**src/design/pisc_pkg.sv**
```systemverilog
// Package for the PI speed controller with band stop.
// Holds the field widths, register indexes, reset values and the structs
// that pass configuration, state and results between the modules.
package pisc_pkg;

    localparam int unsigned SPEED_W = 16;
    localparam int unsigned BAND_W  = 15;
    localparam int unsigned GAIN_W  = 16;
    localparam int unsigned DUTY_W  = 15;
    localparam int unsigned SUM_W   = 32;
    localparam int unsigned ADDR_W  = 5;
    localparam int unsigned DATA_W  = 32;

    // Register indexes, one per 32-bit word of the configuration space.
    typedef enum logic [2:0] {
        REG_TARGET  = 3'd0,
        REG_BAND    = 3'd1,
        REG_PROP    = 3'd2,
        REG_INTEG   = 3'd3,
        REG_FLOOR   = 3'd4,
        REG_CEILING = 3'd5
    } t_reg_idx;

    localparam logic [SPEED_W-1:0] RST_TARGET  = 16'd1500;
    localparam logic [BAND_W-1:0]  RST_BAND    = 15'd0;
    localparam logic [GAIN_W-1:0]  RST_PROP    = 16'd3277;
    localparam logic [GAIN_W-1:0]  RST_INTEG   = 16'd655;
    localparam logic [DUTY_W-1:0]  RST_FLOOR   = 15'd0;
    localparam logic [DUTY_W-1:0]  RST_CEILING = 15'd25600;

    typedef struct packed {
        logic [SPEED_W-1:0] target_speed;
        logic [BAND_W-1:0]  band_half_width;
        logic [GAIN_W-1:0]  prop_gain;
        logic [GAIN_W-1:0]  integ_gain;
        logic [DUTY_W-1:0]  duty_floor;
        logic [DUTY_W-1:0]  duty_ceiling;
    } t_cfg;

    typedef struct packed {
        logic signed [SUM_W-1:0] error_sum;
        logic                    reached_flag;
        logic [DUTY_W-1:0]       held_duty;
    } t_state;

    typedef struct packed {
        logic [DUTY_W-1:0] duty_out;
        logic              reached;
    } t_result;

endpackage

```
**src/design/pisc_speed_if.sv**
```systemverilog
// Valid/ready channel that carries one measured speed sample per word.
// Depends on pisc_pkg for the field width.
interface pisc_speed_if;
    logic                           valid;
    logic                           ready;
    logic [pisc_pkg::SPEED_W-1:0]   measured_speed;

    modport source (output valid, output measured_speed, input ready);
    modport sink   (input valid, input measured_speed, output ready);
endinterface

```
**src/design/pisc_duty_if.sv**
```systemverilog
// Valid/ready channel that carries one duty command and the reached flag per word.
// Depends on pisc_pkg for the field width.
interface pisc_duty_if;
    logic                           valid;
    logic                           ready;
    logic [pisc_pkg::DUTY_W-1:0]    duty_out;
    logic                           reached;

    modport source (output valid, output duty_out, output reached, input ready);
    modport sink   (input valid, input duty_out, input reached, output ready);
endinterface

```
**src/design/pisc_regs.sv**
```systemverilog
// APB-style configuration registers of the speed controller.
// Depends on pisc_pkg for register indexes, reset values and the t_cfg struct.
module pisc_regs (
    input  logic                        i_clk,
    input  logic                        i_rst_n,
    input  logic                        psel,
    input  logic                        penable,
    input  logic                        pwrite,
    input  logic [pisc_pkg::ADDR_W-1:0] paddr,
    input  logic [pisc_pkg::DATA_W-1:0] pwdata,
    output logic [pisc_pkg::DATA_W-1:0] prdata,
    output logic                        pready,
    output pisc_pkg::t_cfg              o_cfg
);

    pisc_pkg::t_cfg   r_cfg;
    pisc_pkg::t_cfg   n_cfg;
    pisc_pkg::t_reg_idx w_idx;
    logic             w_wr;

    assign pready = 1'b1;
    assign w_idx  = pisc_pkg::t_reg_idx'(paddr[pisc_pkg::ADDR_W-1:2]);
    assign w_wr   = psel & penable & pwrite;

    // Write decode: only the addressed register takes the new value.
    always_comb begin
        n_cfg = r_cfg;
        if (w_wr) begin
            unique case (w_idx)
                pisc_pkg::REG_TARGET:  n_cfg.target_speed    = pwdata[pisc_pkg::SPEED_W-1:0];
                pisc_pkg::REG_BAND:    n_cfg.band_half_width = pwdata[pisc_pkg::BAND_W-1:0];
                pisc_pkg::REG_PROP:    n_cfg.prop_gain       = pwdata[pisc_pkg::GAIN_W-1:0];
                pisc_pkg::REG_INTEG:   n_cfg.integ_gain      = pwdata[pisc_pkg::GAIN_W-1:0];
                pisc_pkg::REG_FLOOR:   n_cfg.duty_floor      = pwdata[pisc_pkg::DUTY_W-1:0];
                pisc_pkg::REG_CEILING: n_cfg.duty_ceiling    = pwdata[pisc_pkg::DUTY_W-1:0];
                default:               n_cfg = r_cfg;
            endcase
        end
    end

    // Register file with its reset values.
    always_ff @(posedge i_clk) begin
        if (!i_rst_n) begin
            r_cfg.target_speed    <= pisc_pkg::RST_TARGET;
            r_cfg.band_half_width <= pisc_pkg::RST_BAND;
            r_cfg.prop_gain       <= pisc_pkg::RST_PROP;
            r_cfg.integ_gain      <= pisc_pkg::RST_INTEG;
            r_cfg.duty_floor      <= pisc_pkg::RST_FLOOR;
            r_cfg.duty_ceiling    <= pisc_pkg::RST_CEILING;
        end else begin
            r_cfg <= n_cfg;
        end
    end

    // Read mux, zero-extended to the bus width.
    always_comb begin
        unique case (w_idx)
            pisc_pkg::REG_TARGET:  prdata = pisc_pkg::DATA_W'(r_cfg.target_speed);
            pisc_pkg::REG_BAND:    prdata = pisc_pkg::DATA_W'(r_cfg.band_half_width);
            pisc_pkg::REG_PROP:    prdata = pisc_pkg::DATA_W'(r_cfg.prop_gain);
            pisc_pkg::REG_INTEG:   prdata = pisc_pkg::DATA_W'(r_cfg.integ_gain);
            pisc_pkg::REG_FLOOR:   prdata = pisc_pkg::DATA_W'(r_cfg.duty_floor);
            pisc_pkg::REG_CEILING: prdata = pisc_pkg::DATA_W'(r_cfg.duty_ceiling);
            default:               prdata = '0;
        endcase
    end

    assign o_cfg = r_cfg;

endmodule

```
**src/design/pisc_law.sv**
```systemverilog
// Control law of the speed controller: band test, saturating integral,
// PI sum with floor shift, duty clamp and anti-windup. Purely combinational.
// Depends on pisc_pkg for widths and the t_cfg, t_state and t_result structs.
module pisc_law (
    input  logic [pisc_pkg::SPEED_W-1:0] i_meas,
    input  pisc_pkg::t_cfg               i_cfg,
    input  pisc_pkg::t_state             i_state,
    output pisc_pkg::t_state             o_state,
    output pisc_pkg::t_result            o_result
);

    localparam int unsigned ERR_W  = pisc_pkg::SPEED_W + 1;
    localparam int unsigned PP_W   = pisc_pkg::GAIN_W + 1 + ERR_W;
    localparam int unsigned PI_W   = pisc_pkg::GAIN_W + 1 + pisc_pkg::SUM_W;
    localparam int unsigned ACC_W  = PI_W + 1;
    localparam int unsigned DUTY_F = ACC_W - 8;

    logic [ERR_W-1:0]                w_lo_side;
    logic [ERR_W-1:0]                w_hi_bound;
    logic                            w_in_band;
    logic signed [ERR_W-1:0]         w_err;
    logic signed [pisc_pkg::SUM_W:0] w_sum_wide;
    logic signed [pisc_pkg::SUM_W-1:0] w_sum;
    logic signed [PP_W-1:0]          w_prod_p;
    logic signed [PI_W-1:0]          w_prod_i;
    logic signed [ACC_W-1:0]         w_acc;
    logic signed [DUTY_F-1:0]        w_duty;
    logic signed [DUTY_F-1:0]        w_floor;
    logic signed [DUTY_F-1:0]        w_ceiling;

    // Band test without wrap: meas + hw >= target and meas <= target + hw.
    assign w_lo_side  = ERR_W'(i_meas) + ERR_W'(i_cfg.band_half_width);
    assign w_hi_bound = ERR_W'(i_cfg.target_speed) + ERR_W'(i_cfg.band_half_width);
    assign w_in_band  = (w_lo_side >= ERR_W'(i_cfg.target_speed))
                      && (ERR_W'(i_meas) <= w_hi_bound);

    // Error and the saturating integral.
    assign w_err      = $signed(ERR_W'(i_cfg.target_speed)) - $signed(ERR_W'(i_meas));
    assign w_sum_wide = {i_state.error_sum[pisc_pkg::SUM_W-1], i_state.error_sum}
                      + {{(pisc_pkg::SUM_W + 1 - ERR_W){w_err[ERR_W-1]}}, w_err};

    always_comb begin
        if (w_sum_wide[pisc_pkg::SUM_W] != w_sum_wide[pisc_pkg::SUM_W-1]) begin
            w_sum = w_sum_wide[pisc_pkg::SUM_W]
                  ? {1'b1, {(pisc_pkg::SUM_W-1){1'b0}}}
                  : {1'b0, {(pisc_pkg::SUM_W-1){1'b1}}};
        end else begin
            w_sum = w_sum_wide[pisc_pkg::SUM_W-1:0];
        end
    end

    // Two independent multiplies, then the PI sum; dropping eight bits floors.
    assign w_prod_p = $signed({1'b0, i_cfg.prop_gain}) * w_err;
    assign w_prod_i = $signed({1'b0, i_cfg.integ_gain}) * w_sum;
    assign w_acc    = {{(ACC_W-PP_W){w_prod_p[PP_W-1]}}, w_prod_p}
                    + {w_prod_i[PI_W-1], w_prod_i};
    assign w_duty   = w_acc[ACC_W-1:8];

    assign w_floor   = $signed(DUTY_F'(i_cfg.duty_floor));
    assign w_ceiling = $signed(DUTY_F'(i_cfg.duty_ceiling));

    // Latch, hold, or run one control step with clamp and anti-windup.
    always_comb begin
        o_state = i_state;
        if (i_state.reached_flag || w_in_band) begin
            o_state.reached_flag = 1'b1;
            o_result.duty_out    = i_state.held_duty;
            o_result.reached     = 1'b1;
        end else begin
            priority if (w_duty < w_floor) begin
                o_state.held_duty = i_cfg.duty_floor;
            end else if (w_duty > w_ceiling) begin
                o_state.held_duty = i_cfg.duty_ceiling;
            end else begin
                o_state.held_duty = w_duty[pisc_pkg::DUTY_W-1:0];
                o_state.error_sum = w_sum;
            end
            o_result.duty_out = o_state.held_duty;
            o_result.reached  = 1'b0;
        end
    end

endmodule

```
**src/design/pi_speed_controller_with_band_stop.sv**
```systemverilog
// Top level of the PI speed controller with band stop.
// Depends on pisc_pkg, pisc_speed_if, pisc_duty_if, pisc_regs and pisc_law.
//
//  Port      Dir   Word                         Handshake
//  i_speed   in    measured_speed[15:0]         valid/ready
//  o_duty    out   duty_out[14:0], reached      valid/ready
//  APB       in    six registers at 4*index     psel/penable/pwrite, pready high
//
// Each word waits in the input register and then lands in the result register;
// the control law and the integral update run as it moves across, so one word
// per cycle is sustained while the output is not stalled, and the result is
// valid once its word has passed the input register and the result register.
// The integral feedback closes through the state register alone.
// Synchronous active-low reset clears the state, the latch and both valids.
// A stalled output holds the result; the input register still takes one word if it is empty.
module pi_speed_controller_with_band_stop (
    input  logic                          i_clk,
    input  logic                          i_rst_n,
    pisc_speed_if.sink                    i_speed,
    pisc_duty_if.source                   o_duty,
    input  logic                          psel,
    input  logic                          penable,
    input  logic                          pwrite,
    input  logic [pisc_pkg::ADDR_W-1:0]   paddr,
    input  logic [pisc_pkg::DATA_W-1:0]   pwdata,
    output logic [pisc_pkg::DATA_W-1:0]   prdata,
    output logic                          pready
);

    pisc_pkg::t_cfg    w_cfg;
    pisc_pkg::t_state  r_state;
    pisc_pkg::t_state  n_state;
    pisc_pkg::t_result n_result;
    pisc_pkg::t_result r_result;
    logic                         r_in_valid;
    logic [pisc_pkg::SPEED_W-1:0] r_meas;
    logic                         r_out_valid;
    logic                         w_advance;
    logic                         w_take;

    pisc_regs u_regs (
        .i_clk   (i_clk),
        .i_rst_n (i_rst_n),
        .psel    (psel),
        .penable (penable),
        .pwrite  (pwrite),
        .paddr   (paddr),
        .pwdata  (pwdata),
        .prdata  (prdata),
        .pready  (pready),
        .o_cfg   (w_cfg)
    );

    pisc_law u_law (
        .i_meas   (r_meas),
        .i_cfg    (w_cfg),
        .i_state  (r_state),
        .o_state  (n_state),
        .o_result (n_result)
    );

    // Pipeline control: a word moves on when the result register is free or emptying.
    assign w_advance     = r_in_valid && (!r_out_valid || o_duty.ready);
    assign i_speed.ready = !r_in_valid || w_advance;
    assign w_take        = i_speed.valid && i_speed.ready;

    // Input register.
    always_ff @(posedge i_clk) begin
        if (!i_rst_n) begin
            r_in_valid <= 1'b0;
        end else if (w_take) begin
            r_in_valid <= 1'b1;
        end else if (w_advance) begin
            r_in_valid <= 1'b0;
        end
    end

    always_ff @(posedge i_clk) begin
        if (w_take) begin
            r_meas <= i_speed.measured_speed;
        end
    end

    // Controller state advances with each word that passes the law.
    always_ff @(posedge i_clk) begin
        if (!i_rst_n) begin
            r_state <= '0;
        end else if (w_advance) begin
            r_state <= n_state;
        end
    end

    // Result register.
    always_ff @(posedge i_clk) begin
        if (!i_rst_n) begin
            r_out_valid <= 1'b0;
        end else if (w_advance) begin
            r_out_valid <= 1'b1;
        end else if (o_duty.ready) begin
            r_out_valid <= 1'b0;
        end
    end

    always_ff @(posedge i_clk) begin
        if (w_advance) begin
            r_result <= n_result;
        end
    end

    assign o_duty.valid    = r_out_valid;
    assign o_duty.duty_out = r_result.duty_out;
    assign o_duty.reached  = r_result.reached;

endmodule
```
**src/flat_wrapper.sv**
```systemverilog
// flat-port wrapper written by rule: the top's interface ports become plain ports
module pi_speed_controller_with_band_stop_flat 
  (i_clk, i_rst_n, psel, penable, pwrite, paddr, pwdata, prdata, pready, i_speed_valid, i_speed_measured_speed, i_speed_ready, o_duty_valid, o_duty_duty_out, o_duty_reached, o_duty_ready);
  pisc_speed_if i_speed_i ();
  pisc_duty_if o_duty_i ();
  input  logic i_clk;
  input  logic i_rst_n;
  input  logic psel;
  input  logic penable;
  input  logic pwrite;
  input  logic [pisc_pkg::ADDR_W-1:0] paddr;
  input  logic [pisc_pkg::DATA_W-1:0] pwdata;
  output logic [pisc_pkg::DATA_W-1:0] prdata;
  output logic pready;
  input wire logic [$bits(i_speed_i.valid)-1:0] i_speed_valid;
  input wire logic [$bits(i_speed_i.measured_speed)-1:0] i_speed_measured_speed;
  output wire logic [$bits(i_speed_i.ready)-1:0] i_speed_ready;
  output wire logic [$bits(o_duty_i.valid)-1:0] o_duty_valid;
  output wire logic [$bits(o_duty_i.duty_out)-1:0] o_duty_duty_out;
  output wire logic [$bits(o_duty_i.reached)-1:0] o_duty_reached;
  input wire logic [$bits(o_duty_i.ready)-1:0] o_duty_ready;
  assign i_speed_i.valid = i_speed_valid;
  assign i_speed_i.measured_speed = i_speed_measured_speed;
  assign i_speed_ready = i_speed_i.ready;
  assign o_duty_valid = o_duty_i.valid;
  assign o_duty_duty_out = o_duty_i.duty_out;
  assign o_duty_reached = o_duty_i.reached;
  assign o_duty_i.ready = o_duty_ready;
  pi_speed_controller_with_band_stop u_core (.i_clk(i_clk), .i_rst_n(i_rst_n), .i_speed(i_speed_i), .o_duty(o_duty_i), .psel(psel), .penable(penable), .pwrite(pwrite), .paddr(paddr), .pwdata(pwdata), .prdata(prdata), .pready(pready));
endmodule
```
**config.mk**
```make
export PLATFORM = sky130hd
export DESIGN_NAME = pi_speed_controller_with_band_stop_flat
export DESIGN_NICKNAME = d
export VERILOG_FILES = /design/src/design/pisc_pkg.sv /design/src/design/pisc_speed_if.sv /design/src/design/pisc_duty_if.sv /design/src/design/pisc_regs.sv /design/src/design/pisc_law.sv /design/src/design/pi_speed_controller_with_band_stop.sv /design/src/flat_wrapper.sv
export SDC_FILE = /design/constraint.sdc
export NUM_CORES = 2
export LEC_CHECK = 0
export BUFFER_PORTS_ARGS = -buffer_cell sky130_fd_sc_hd__buf_4
export CORE_MARGIN = 2
export CORE_UTILIZATION = 60
export DETAILED_ROUTE_END_ITERATION = 16
export PLACE_DENSITY_LB_ADDON = 0.12
export SYNTH_ARGS = -nofsm -noshare
export SYNTH_HDL_FRONTEND = slang
export SYNTH_SLANG_ARGS = --single-unit
```
**constraint.sdc**
```tcl
create_clock -name i_clk -period 14.6 [get_ports i_clk]
set_input_delay 2.19 -clock i_clk [delete_from_list [all_inputs] [get_ports i_clk]]
set_output_delay 2.19 -clock i_clk [all_outputs]
set_load 0.03 [all_outputs]
```
==> results.md <==
* Outcome: finished, final reports clean
* CP endpoint kind: flip-flop
* Layout area overhead at 16.61%
* Max cap viols at 0
* Crit share post-route at between 90% and 100%
* Achievable frequency at about 0.07 GHz
* GP Congestion at 0.9864
* Top FF cell, synth: dfxtp_1
* DP Worst Slack at -0.6658 ns
* Die ar. at between 70,000 and 80,000 sq um
* Core Box Area at around 70,000 sq um
* Clock root cell: clkbuf_16
* Max-slew violations at 0
* Leading area contributor after synthesis: fa_1
* Buf/Inv on CP at 14
* CP arrival at approximately 14 ns
* Worst EP required at roughly 15 ns
* RSZ-0062 raised after global routing: true
* Bufs on Longest Clock Path at 2
* Endpoints failing setup at 0
* Crit-path leading delay family: adder cells
* Maximum fanout along the worst path at 12
* Largest net degree at the start of global routing at 90
* Final WS setup at between 0.3 and 0.4 ns
* Critical Path Source Type: flip-flop
* Synth area leaders: fa_1, ha_1, inv_1
* Synth Area per Inst at about 8.6 sq um
* Mapped cell area at around 42,000 sq um
* Wire per inst at around 20 microns
* Gate Count Post-Synth at a little under 5k
* Slew HR at between 20% and 30%
* Detailed Place HPWL at around 100,000 microns
* Final net count at 6,580
* Worst Tran Pin Value at around 1.2 ns
* Synth top cells by count: inv_1, nand2_1, fa_1, ha_1, and2_1
* Die Width at 268.9 microns
* CP max stage cell: fa_2
* GRT Resource Usage Total at between 30 and 40%
* First-pass GRT wire length at 198,600 microns
* Pre-Repair DR Iteration Count at 6
* Remaining global-route overflow at 0
* CTS tree: built
* Period minus WS final at approximately 14 ns
* Antenna violations before repair at 2
* Crit-path max cell delay at ~0.59 ns
* Hold Path Class: reg2reg
* Detailed-route via count at about 35k
* Row Count at 97
* Die Height at 268.9 microns
* CTS Buf Count at 17
* Final Hold Fails at 0
* Final Skew at 0.02782 ns
* Via density at 5.624
* Most frequent CP cell: fa_1
* Cts-stage hold buffer count at 0
* Most common cell in the netlist: inv_1
* Starting density of the core at around 60%
* FF+latch count, synth at between 150 and 200
* DRC viols at 0
* CTS sink count at ~180
* I/O Pins at roughly 110
* Share of layout cells above drive strength 1 at ~16%
* Initial DRC Count at ~2.6k
* Final ANT Viol Nets at 0
* Ys async rst share at 0%
* Clk slew on worst S/H paths at 0.09 ns
* Post-synth top area share at between 30% and 40%
* Syn. warnings at 0
* Drt total wl at 126,900 microns
* Clock Latency Late Sink at a little over 0.5 ns
* ANT cells at 0
* Sequential element share of the synthesized area at a little under a tenth
* Vias in the first global route at about 37k
* Crit path kind: reg2reg
* EDFF count, synth at 32
* Port Buffer Count at between 70 and 80
* H-tree Lvls at 4
* Synth unique cells at slightly above 80
## worst reg2reg max path, delay by kind of cell (launching register included)
kind	cells	cell delay, ns
xor gates and xnor gates	2	0.40
AOI/OAI and AO/OA	22	3.59
adders and majority gates	13	5.44
buffers and inverters	14	1.67
and+or+nand+nor	11	2.16
muxes	1	0.27
DFF	1	0.42
## through the flow
stage	TNS [ns]	hold WS (ns)	area, sq um	util (%)	std cells
after CTS	0	0.4714	48220	69.09	6277
after global placement	-28.68	0.4417	47420	67.94	6242
after floorplan	0	0.4324	42170	-	4906
final	0	0.4679	49080	70.33	6304
after global routing	-9.909	0.4856	49080	70.33	6304
after detailed placement	-35.37	0.4513	47420	67.94	6242
## layout by cell type (no fill, tap or decap), types with 74 or more instances in the layout
master   instances
buf_4          639
and2_1         325
nor2_1         103
ha_1           389
fa_1           762
a21oi_1        131
dfxtp_1        137
nand2_1        812
inv_1          976
a21o_1          74
## cells by family (layout without fill, tap and decap cells)
kind of cell,after synthesis,count (layout),share of synthesized area (%)
other,2,17,0.01784
XOR/XNOR,84,84,1.748
AO/OA/AOI/OAI,643,643,10.61
flip-flops,175,175,9.085
AND/OR/NAND/NOR,1514,1515,17.01
buffers and inverters,1223,1680,11.15
adder cells (fa/ha/maj),1169,1169,48.43
multiplexers,81,81,1.944
## sequential cells by signal (all words and copies together), names as in the netlist
signal,count
u_core.o_duty.duty_out,15
u_core.o_duty.reached,1
u_core.o_duty.valid,1
u_core.r_in_valid,1
u_core.r_meas,16
u_core.r_state,48
u_core.u_regs.o_cfg,93
## final timing paths
| path | start | to | slack, ns | cells past startpoint |
|---|---|---|---|---|
| max reg2reg | u_core.r_meas[0] | u_core.o_duty.duty_out[7] | 0.36 | 63 |
| min reg2reg | u_core.r_state[35] | u_core.r_state[35] | 0.47 | 2 |
| min | u_core.r_state[35] | u_core.r_state[35] | 0.47 | 2 |
| max | u_core.r_meas[0] | u_core.o_duty.duty_out[7] | 0.36 | 63 |
## final cells by class
class	instances	area (sq um)
multi-input cells	3509	34340
fillers	5594	20710
repair buffers	671	5421
flip-flops and latches	175	3831
inverters	977	3667
well taps	940	1176
clock buffers	17	425.4
clock inverters	15	217.7
## routing by layer
layer	vias to the layer above	GRT usage, %	share of wire, %
met5	-	0	0
met4	0	14.53	4.5
met3	298	8.721	8.8
met2	1401	57.97	46
met1	17610	47.00	41
li1	16150	-	-
## what timing repair did
item                       4_1_cts  5_1_grt
setup endpoints to repair       62       62
gates resized for setup         32      107
cloned                           1        4
buffers inserted                 2       23
pin swaps                        3       46
Power is left out: the tool's default activity adds up to more than one toggle a clock period on the data nets, which glitch-free logic cannot reach.
